### config.mk
export PLATFORM = sky130hd
export DESIGN_NAME = http_chunked_body_decoder_top_flat
export DESIGN_NICKNAME = d
export VERILOG_FILES = /design/src/hw/rtl/httpcd_pkg.sv /design/src/hw/rtl/httpcd_stream_if.sv /design/src/hw/rtl/http_chunked_body_decoder_top.sv /design/src/flat_wrapper.sv
export SDC_FILE = /design/constraint.sdc
export NUM_CORES = 1
export LEC_CHECK = 0
export ABC_CLOCK_PERIOD_IN_PS = 4870
export BUFFER_PORTS_ARGS = -buffer_cell sky130_fd_sc_hd__buf_2
export CORE_AREA = 2 2 134 162
export CTS_BUF_LIST = sky130_fd_sc_hd__clkbuf_8 sky130_fd_sc_hd__clkbuf_16
export DETAILED_ROUTE_END_ITERATION = 16
export DIE_AREA = 0 0 136 164
export SLEW_MARGIN = 20
export SYNTH_ARGS = -nofsm -noshare
export SYNTH_HDL_FRONTEND = slang
export SYNTH_SLANG_ARGS = --single-unit
### constraint.sdc
create_clock -name clk_i -period 4.87 [get_ports clk_i]
set_input_delay 0.7305 -clock clk_i [delete_from_list [all_inputs] [get_ports clk_i]]
set_output_delay 0.7305 -clock clk_i [all_outputs]
set_load 0.1 [all_outputs]
### src/hw/rtl/httpcd_pkg.sv
`default_nettype none
package httpcd_pkg;

  localparam int unsigned SizeBitsDefault = 32;

  localparam logic [7:0] ChLf = 8'h0a;
  localparam logic [7:0] ChCr = 8'h0d;

  // bytes dropped after a chunk's data and after the zero-size line
  localparam int unsigned TrailerLen = 2;
  localparam int unsigned SkipLen    = 2;

  localparam logic [1:0] LineOne = 2'd1;
  localparam logic [1:0] LineMax = 2'd3;

  typedef struct packed {
    logic       is_hex;
    logic [3:0] value;
  } hex_digit_t;

  function automatic hex_digit_t hex_value(input logic [7:0] c);
    hex_digit_t r;
    r.is_hex = 1'b1;
    r.value  = 4'd0;
    if (c inside {[8'h30 : 8'h39]}) begin
      r.value = 4'(c - 8'h30);
    end else if (c inside {[8'h61 : 8'h66]}) begin
      r.value = 4'(c - 8'h61 + 8'd10);
    end else if (c inside {[8'h41 : 8'h46]}) begin
      r.value = 4'(c - 8'h41 + 8'd10);
    end else begin
      r.is_hex = 1'b0;
    end
    return r;
  endfunction

endpackage
`default_nettype wire

### src/hw/rtl/httpcd_stream_if.sv
`default_nettype none
interface httpcd_byte_if;
  logic       valid;
  logic       ready;
  logic [7:0] in_byte;

  modport source (output valid, output in_byte, input ready);
  modport sink   (input valid, input in_byte, output ready);
endinterface

interface httpcd_result_if;
  logic       valid;
  logic       ready;
  logic [7:0] out_byte;
  logic       end_of_message;

  modport source (output valid, output out_byte, output end_of_message, input ready);
  modport sink   (input valid, input out_byte, input end_of_message, output ready);
endinterface
`default_nettype wire

### src/hw/rtl/http_chunked_body_decoder_top.sv
`default_nettype none
// Chunked HTTP body decoder. Takes one raw response byte per request on in_i and
// gives the chunk data bytes on out_o, followed by a marker (end_of_message = 1,
// out_byte = 0) when the zero-size chunk arrives. Header lines, chunk-size lines
// and the CRLF after each chunk produce no output. One byte is accepted every
// cycle while in_i.ready is high; a byte passes through the input register and
// then the result register before its result shows on out_o. in_i.ready falls
// only while a result waits on out_o and the input register is also full. Chunk
// sizes above 2**SIZE_BITS-1 saturate.
module http_chunked_body_decoder_top #(
  parameter int unsigned SIZE_BITS = httpcd_pkg::SizeBitsDefault
) (
  input  wire logic         clk_i,
  input  wire logic         rst_ni,
  httpcd_byte_if.sink       in_i,
  httpcd_result_if.source   out_o
);

  localparam logic [1:0] MODE_HEADER = 2'd0;
  localparam logic [1:0] MODE_SIZE   = 2'd1;
  localparam logic [1:0] MODE_DATA   = 2'd2;
  localparam logic [1:0] MODE_SKIP   = 2'd3;

  logic                 in_vld_q;
  logic [7:0]           in_byte_q;
  logic                 out_vld_q, out_vld_d;
  logic [7:0]           out_byte_q, out_byte_d;
  logic                 out_eom_q, out_eom_d;
  logic [1:0]           mode_q, mode_d;
  logic [1:0]           line_q, line_d;
  logic [SIZE_BITS-1:0] acc_q, acc_d;
  logic [SIZE_BITS:0]   rem_q, rem_d, rem_dec;
  logic [1:0]           skip_q, skip_d;
  logic                 adv;
  logic                 emit;
  httpcd_pkg::hex_digit_t hd;

  assign adv        = !out_vld_q || out_o.ready;
  assign in_i.ready = !in_vld_q || adv;

  always_ff @(posedge clk_i or negedge rst_ni) begin
    if (!rst_ni) begin
      in_vld_q <= 1'b0;
    end else if (in_i.ready) begin
      in_vld_q <= in_i.valid;
    end
  end

  always_ff @(posedge clk_i) begin
    if (in_i.ready && in_i.valid) begin
      in_byte_q <= in_i.in_byte;
    end
  end

  assign hd      = httpcd_pkg::hex_value(in_byte_q);
  assign rem_dec = rem_q - (SIZE_BITS+1)'(1);

  always_comb begin
    mode_d     = mode_q;
    line_d     = line_q;
    acc_d      = acc_q;
    rem_d      = rem_q;
    skip_d     = skip_q;
    emit       = 1'b0;
    out_byte_d = in_byte_q;
    out_eom_d  = 1'b0;
    case (mode_q)
      MODE_HEADER: begin
        if (in_byte_q != httpcd_pkg::ChLf) begin
          if (line_q != httpcd_pkg::LineMax) line_d = line_q + 2'd1;
        end else begin
          if (line_q == httpcd_pkg::LineOne) mode_d = MODE_SIZE;
          line_d = '0;
        end
      end
      MODE_SIZE: begin
        if (in_byte_q != httpcd_pkg::ChLf) begin
          if (hd.is_hex) begin
            // top nibble set means one more digit would overflow
            if (acc_q[SIZE_BITS-1 -: 4] != 4'd0) acc_d = '1;
            else acc_d = {acc_q[SIZE_BITS-5:0], hd.value};
          end
        end else if (acc_q != '0) begin
          rem_d  = {1'b0, acc_q} + (SIZE_BITS+1)'(httpcd_pkg::TrailerLen);
          acc_d  = '0;
          mode_d = MODE_DATA;
        end else begin
          skip_d     = 2'(httpcd_pkg::SkipLen);
          mode_d     = MODE_SKIP;
          emit       = 1'b1;
          out_byte_d = '0;
          out_eom_d  = 1'b1;
        end
      end
      MODE_DATA: begin
        if (rem_q == '0) begin
          mode_d = MODE_SIZE;
        end else begin
          rem_d = rem_dec;
          if (rem_dec == '0) mode_d = MODE_SIZE;
          // trailing crlf of the chunk is dropped
          if (rem_dec >= (SIZE_BITS+1)'(httpcd_pkg::TrailerLen)) emit = 1'b1;
        end
      end
      default: begin
        if (skip_q != 2'd0) skip_d = skip_q - 2'd1;
        if (skip_d == 2'd0) mode_d = MODE_HEADER;
      end
    endcase
  end

  assign out_vld_d = in_vld_q && emit;

  always_ff @(posedge clk_i or negedge rst_ni) begin
    if (!rst_ni) begin
      mode_q    <= MODE_HEADER;
      line_q    <= '0;
      acc_q     <= '0;
      rem_q     <= '0;
      skip_q    <= '0;
      out_vld_q <= 1'b0;
    end else if (adv) begin
      out_vld_q <= out_vld_d;
      if (in_vld_q) begin
        mode_q <= mode_d;
        line_q <= line_d;
        acc_q  <= acc_d;
        rem_q  <= rem_d;
        skip_q <= skip_d;
      end
    end
  end

  always_ff @(posedge clk_i) begin
    if (adv && out_vld_d) begin
      out_byte_q <= out_byte_d;
      out_eom_q  <= out_eom_d;
    end
  end

  assign out_o.valid          = out_vld_q;
  assign out_o.out_byte       = out_byte_q;
  assign out_o.end_of_message = out_eom_q;

  a_eom_byte_zero: assert property (@(posedge clk_i) disable iff (!rst_ni)
    out_vld_q && out_eom_q |-> out_byte_q == 8'd0)
    else $error("end marker carries a nonzero byte");

  a_skip_nonzero: assert property (@(posedge clk_i) disable iff (!rst_ni)
    mode_q == MODE_SKIP |-> skip_q != 2'd0)
    else $error("skip mode with empty skip count");

  a_data_nonzero: assert property (@(posedge clk_i) disable iff (!rst_ni)
    mode_q == MODE_DATA |-> rem_q != '0)
    else $error("data mode with empty remaining count");

  a_state_holds: assert property (@(posedge clk_i) disable iff (!rst_ni)
    !in_vld_q |=> $stable(mode_q) && $stable(rem_q))
    else $error("state moved without a byte");

endmodule
`default_nettype wire

### src/flat_wrapper.sv
// flat-port wrapper written by rule: the top's interface ports become plain ports
module http_chunked_body_decoder_top_flat 
#(
  parameter int unsigned SIZE_BITS = httpcd_pkg::SizeBitsDefault
)
  (clk_i, rst_ni, in_i_valid, in_i_in_byte, in_i_ready, out_o_valid, out_o_out_byte, out_o_end_of_message, out_o_ready);
  httpcd_byte_if in_i_i ();
  httpcd_result_if out_o_i ();
  input  wire logic clk_i;
  input  wire logic rst_ni;
  input wire logic [$bits(in_i_i.valid)-1:0] in_i_valid;
  input wire logic [$bits(in_i_i.in_byte)-1:0] in_i_in_byte;
  output wire logic [$bits(in_i_i.ready)-1:0] in_i_ready;
  output wire logic [$bits(out_o_i.valid)-1:0] out_o_valid;
  output wire logic [$bits(out_o_i.out_byte)-1:0] out_o_out_byte;
  output wire logic [$bits(out_o_i.end_of_message)-1:0] out_o_end_of_message;
  input wire logic [$bits(out_o_i.ready)-1:0] out_o_ready;
  assign in_i_i.valid = in_i_valid;
  assign in_i_i.in_byte = in_i_in_byte;
  assign in_i_ready = in_i_i.ready;
  assign out_o_valid = out_o_i.valid;
  assign out_o_out_byte = out_o_i.out_byte;
  assign out_o_end_of_message = out_o_i.end_of_message;
  assign out_o_i.ready = out_o_ready;
  http_chunked_body_decoder_top #(.SIZE_BITS(SIZE_BITS)) u_core (.clk_i(clk_i), .rst_ni(rst_ni), .in_i(in_i_i), .out_o(out_o_i));
endmodule
Word level (Yosys, flattened, before mapping)
Cells that the tools add are included.
{"block": "totals", "latch_bits": 0, "mem_count": 0, "input_bits": 12, "rom_bits": 0, "ramBits": 0, "word_cells": 105, "regBits": 90}
{"block": "op_classes", "n_lt_le_gt_ge": 7, "shifts": 0, "div_mod_pow": 0, "eq_ne": 14, "n_mux": 37, "add_sub_neg": 9, "bitwise_logic": 1, "n_mul": 0, "reduce_logical": 27}
{"operator": "two-way mux 32 bit", "n": 4}
{"operator": "two-way mux 33 bit", "n": 3}
{"operator": "logical NOT 33 bit", "n": 2}
{"operator": "one-hot mux 33 bit (2 select lines)", "n": 1}
{"operator": "adder 32 x 2 -> 33 bit, second input constant", "n": 1}
{"operator": ">= comparator 33 x 2 -> 1 bit, second input constant", "n": 1}
{"operator": "subtractor 33 x 1 -> 33 bit, second input constant", "n": 1}
{"operator": "nonzero test 32 bit", "n": 1}
{"operator": "two-way mux 2 bit", "n": 12}
{"operator": "two-way mux 8 bit", "n": 3}
{"operator": ">= comparator 8 x 7 -> 1 bit, second input constant", "n": 2}
{"operator": "<= comparator 8 x 7 -> 1 bit, second input constant", "n": 2}
{"operator": "two-way mux 4 bit", "n": 3}
{"operator": "inequality test 2 bit, second input constant", "n": 6}
{"operator": "subtractor 4 x 1 -> 4 bit, second input constant", "n": 3}
{"operator": "AND reduction 5 bit", "n": 2}
{"operator": "adder 4 bit, second input constant", "n": 2}
{"operator": ">= comparator 8 x 6 -> 1 bit, second input constant", "n": 1}
{"operator": "<= comparator 8 x 6 -> 1 bit, second input constant", "n": 1}
{"operator": "two-way mux 1 bit", "n": 8}
{"operator": "inequality test 8 x 4 -> 1 bit, second input constant", "n": 1}
{"operator": "nonzero test 4 bit", "n": 2}
{"operator": "AND reduction 7 bit", "n": 1}
{"operator": "logical AND 1 bit", "n": 6}
{"operator": "other kinds (18)", "n": 26}

Logic depth before layout (Yosys ltp)
{"block": "logic_depth", "word_depth": 8, "ltp_mapped": 11, "ltp_nobuf": 9}

Worst setup path before layout
Ideal clock, no wire load.
{"block": "synth_timing", "path_kind": "register -> register", "from": "reg u_core.rem_q[7]", "to": "reg u_core.out_eom_q (netlist: u_core.out_o.end_of_message), enable pin", "setup_time_ns": 0.288, "n_path_buf": 2, "arrival_time_ns": 3.122, "stages_incl_launch_ff": 10, "period_less_slack_ns": 3.409, "path_slack_ns": 1.461, "cell_sequence": "dfrtp_1 -> buf_6 -> or4_4 -> or4_4 -> buf_6 -> nor4_1 -> xor2_1 -> or4_4 -> nor4_1 -> nor2_1"}
{"block": "synth_via", "elab_chain_len": 7, "elab_cells_between_ends": 8, "cone_classes": "add/sub (1); order compare (1); mux (3); reduce/logical (3)"}
{"item": "from (decl)", "line_no": "http_chunked_body_decoder_top.sv:32", "text": "logic [SIZE_BITS:0] rem_q, rem_d, rem_dec;"}
{"item": "from (signal assigned)", "line_no": "http_chunked_body_decoder_top.sv:128", "text": "rem_q <= rem_d;"}
{"item": "subtractor 33 x 1 -> 33 bit", "line_no": "http_chunked_body_decoder_top.sv:56", "text": "assign rem_dec = rem_q - (SIZE_BITS+1)'(1);"}
{"item": ">= comparator 33 x 2 -> 1 bit", "line_no": "http_chunked_body_decoder_top.sv:102", "text": "if (rem_dec >= (SIZE_BITS+1)'(httpcd_pkg::TrailerLen)) emit = 1'b1;"}
{"item": "two-way mux 1 bit", "line_no": "http_chunked_body_decoder_top.sv:102"}
{"item": "two-way mux 1 bit *", "line_no": "http_chunked_body_decoder_top.sv:96", "text": "if (rem_q == '0) begin"}
{"item": "one-hot mux 1 bit (2 select lines) *", "line_no": "http_chunked_body_decoder_top.sv:67", "text": "case (mode_q)"}
{"item": "logical AND 1 bit *", "line_no": "http_chunked_body_decoder_top.sv:112", "text": "assign out_vld_d = in_vld_q && emit;"}
{"item": "logical AND 1 bit *", "line_no": "http_chunked_body_decoder_top.sv:135", "text": "if (adv && out_vld_d) begin"}
{"item": "to (signal assigned)", "line_no": "http_chunked_body_decoder_top.sv:137", "text": "out_eom_q <= out_eom_d;"}
{"item": "to (decl)", "line_no": "http_chunked_body_decoder_top.sv:28", "text": "logic out_eom_q, out_eom_d;"}
Mark *: on every way between the ends. The rest lies on a longest branch, timed or not.
A chain may end at the register's enable or synchronous reset.

Worst setup path after layout
{"block": "layout_timing", "from": "reg u_core.rem_q[9]", "to": "reg u_core.out_byte_q[5] (netlist: u_core.out_o.out_byte[5]), enable pin"}
{"block": "layout_via", "elab_chain_len": 7, "elab_cells_between_ends": 8, "cone_classes": "add/sub (1); order compare (1); mux (3); reduce/logical (3)"}
{"item": "subtractor 33 x 1 -> 33 bit", "line_no": "http_chunked_body_decoder_top.sv:56"}
{"item": ">= comparator 33 x 2 -> 1 bit", "line_no": "http_chunked_body_decoder_top.sv:102"}
{"item": "two-way mux 1 bit", "line_no": "http_chunked_body_decoder_top.sv:102"}
{"item": "two-way mux 1 bit *", "line_no": "http_chunked_body_decoder_top.sv:96"}
{"item": "one-hot mux 1 bit (2 select lines) *", "line_no": "http_chunked_body_decoder_top.sv:67"}
{"item": "logical AND 1 bit *", "line_no": "http_chunked_body_decoder_top.sv:112"}
{"item": "logical AND 1 bit *", "line_no": "http_chunked_body_decoder_top.sv:135"}
{"item": "to (signal assigned)", "line_no": "http_chunked_body_decoder_top.sv:136", "text": "out_byte_q <= out_byte_d;"}
{"item": "to (decl)", "line_no": "http_chunked_body_decoder_top.sv:27", "text": "logic [7:0] out_byte_q, out_byte_d;"}
Marked as above.

==> qor.txt <==
Outcome: completed
First-iteration detailed-routing DRC count: 513
Max Cap Violations: 0
Syn_area_per_cell: 8.561 sq um
Number of gates given a new drive strength after cts: 0
Most frequent cells in the layout: nand2_1, dfrtp_1, nor2_1
CTS max path bufs: 2
Post-synth EDFFs: 17
Worst Hold Class: reg2reg
Final min period: 3797 ps
Layout area overhead: 10.85%
Layout fillers: 2238
Hold Vio Cnt, Final: 0
Routed len/inst: 15.97 um
Cts hold-fix bufs: 0
Nature of the critical path endpoint: register
Final WL: 15010 um
Residual DRC: 0
Ys async rst share: 81.11%
Htree depth: 3
Vias in the first global route: 4851
Share of layout cells above drive strength 1: 8.806%
Mapped Cells: 671
Startpoint types: register
Number of setup violations in the final report: 0
Final HPWL DP: 10550 um
Clock skew: 7.878 ps
RD Place Congestion: 0.8852
Final net count: 691
Initial antenna violation count: 0
DRT Pass-1 Iters: 5
Num rows: 58
Worst Reg-to-Reg Cells: 7
CTS root buf: clkbuf_16
I/O pin cnt: 23
Slew @ Worst Pin: 986.8 ps
Vias post-DR: 5010
Worst Path Required: 4910 ps
P per Cell Area: 509.9 nW/um^2
Place WS: 1090 ps
Yosys Warn Count: 0
Number of I/O port buffers: 22
Register area share after synthesis: 40.69%
Hold depth: 1
Core area: 20750 sq um
VDD IR max: 0.0001666 V
Yosys reg bits: 90
Setup TNS: 0 ps
Unrepaired setup endpoints after global routing: no
GRT Total Usage: 14.00%
Slew headroom: 34.21%
Clock net sink count: 90
Largest net degree at the start of global routing: 74
Synth Flop Type: dfrtp_1
Syn nets: 697
Worst endpoint data arrival time: 3830 ps
Initial Util: 27.68%
Max-slew violation count: 0
Final instance count without filler cells: 940
Die Ht: 164 um
Final hold slack: 485.2 ps
TritonCTS Buffers: 9
LEAKAGE: 0.002445 uW
Ant. Diodes: 0
Final Cycle Share: 77.96%
Antenna violation net count after detailed routing: 0
Gr ovfl total: 0
Maximum clock frequency: 0.2634 GHz
CP max FO: 11
Via/cell ratio: 5.330
Final WS setup: 1073 ps
DIE AREA: 22300 sq um
Wire length of the first global-routing pass: 25170 um
Synthesized cell area: 5744 sq um
Post-CTS Setup Inserts: 0
Synth cell types: 68
Most common cell after layout, fill and taps aside: nand2_1
Clk slew on worst S/H paths: 70 ps
Die width: 136 um
Skew-Pair Late Insertion Delay: 340 ps
Placed cells: 924
Crit path kind: reg2reg
CTS tree: built
power by group:
group	total, uW	internal, uW	switching (uW)
combinational	1270	448	817
clock	760	451	309
sequential	1220	951	271
routing by layer:
metal  vias up  global-route usage [%]  part of all wire [%]
met5         -                       0                     0
met4         0                   5.824                   3.1
met3        29                   1.389                   4.0
met2       137                   22.86                    48
met1      2385                   18.87                    45
li1       2459                       -                     -
logic make-up (layout without fill, tap and decap cells):
family	count (synthesis)	count (layout)	synth area share, %
AOI/OAI and AO/OA	152	152	17.88
xor gates and xnor gates	32	32	4.879
adders and majority gates	14	14	3.049
buffers and inverters	67	66	5.097
DFF	90	90	40.69
muxes	2	2	0.3485
and+or+nand+nor	314	314	28.05
metrics by stage:
step | power, uW | instance area [sq um] | utilization (%)
floorplan | 2168 | 5744 | -
global placement | 2472 | 6048 | 29.14
detailed placement | 2483 | 6048 | 29.14
CTS | 3253 | 6367 | 30.68
global route | 3469 | 6367 | 30.68
finish | 3247 | 6367 | 30.68
state kept, by name, summed over array words and instances, names as in the netlist:
signal                       flops
u_core.skip_q                    2
u_core.rem_q                    33
u_core.out_o.valid               1
u_core.out_o.out_byte            8
u_core.out_o.end_of_message      1
u_core.line_q                    2
u_core.in_vld_q                  1
u_core.mode_q                    2
u_core.in_byte_q                 8
u_core.acc_q                    32
critical path: stages, from the launching register on:
cell     delay [ps]
dfrtp_1         440
or4_4           580
or4_4           620
nor4_1          490
xor2_1          120
or4_4           570
nor4_1          360
nor2_1          300
final cells by class:
type                            count  area [sq um]  share of cell area [%]
Tap cell                          270         337.8                   5.306
Inverter                           17         63.81                   1.002
Clock buffer                        9         225.2                   3.537
Sequential cell                    90          2337                   36.71
Timing Repair Buffer               33         195.2                   3.065
Clock inverter                      7         93.84                   1.474
Multi-Input combinational cell    514          3114                   48.91
worst paths after layout:
check                      slack, ps                          from                                 end
min in group asynchronous        540                        rst_ni        u_core.rem_q[28]$_DFFE_PN0P_
hold reg to reg                  490  u_core.skip_q[0]$_DFFE_PN0P_        u_core.skip_q[0]$_DFFE_PN0P_
setup / recovery                1070   u_core.rem_q[9]$_DFFE_PN0P_  u_core.out_o.out_byte[5]$_DFFE_PP_
setup reg to reg                1070   u_core.rem_q[9]$_DFFE_PN0P_  u_core.out_o.out_byte[5]$_DFFE_PP_
max in group asynchronous       3690                        rst_ni        u_core.line_q[1]$_DFFE_PN0P_
hold / removal                   490  u_core.skip_q[0]$_DFFE_PN0P_        u_core.skip_q[0]$_DFFE_PN0P_
cell usage after synthesis (all sizes together), types with 15 or more instances:
cell type | n | area share [%]
nand2 | 83 | 5.4
dfrtp | 73 | 32
nor2 | 68 | 4.4
o21ai | 57 | 5.2
clkbuf | 39 | 2.5
nand3 | 31 | 2.7
nor4 | 22 | 2.4
nor3 | 19 | 1.7
a21oi | 18 | 1.6
edfxtp | 17 | 8.9
inv | 17 | 1.1
nand4 | 17 | 1.9
xnor2 | 17 | 2.6
xor2 | 15 | 2.3
No activity file was read; power rests on OpenSTA's default activity.
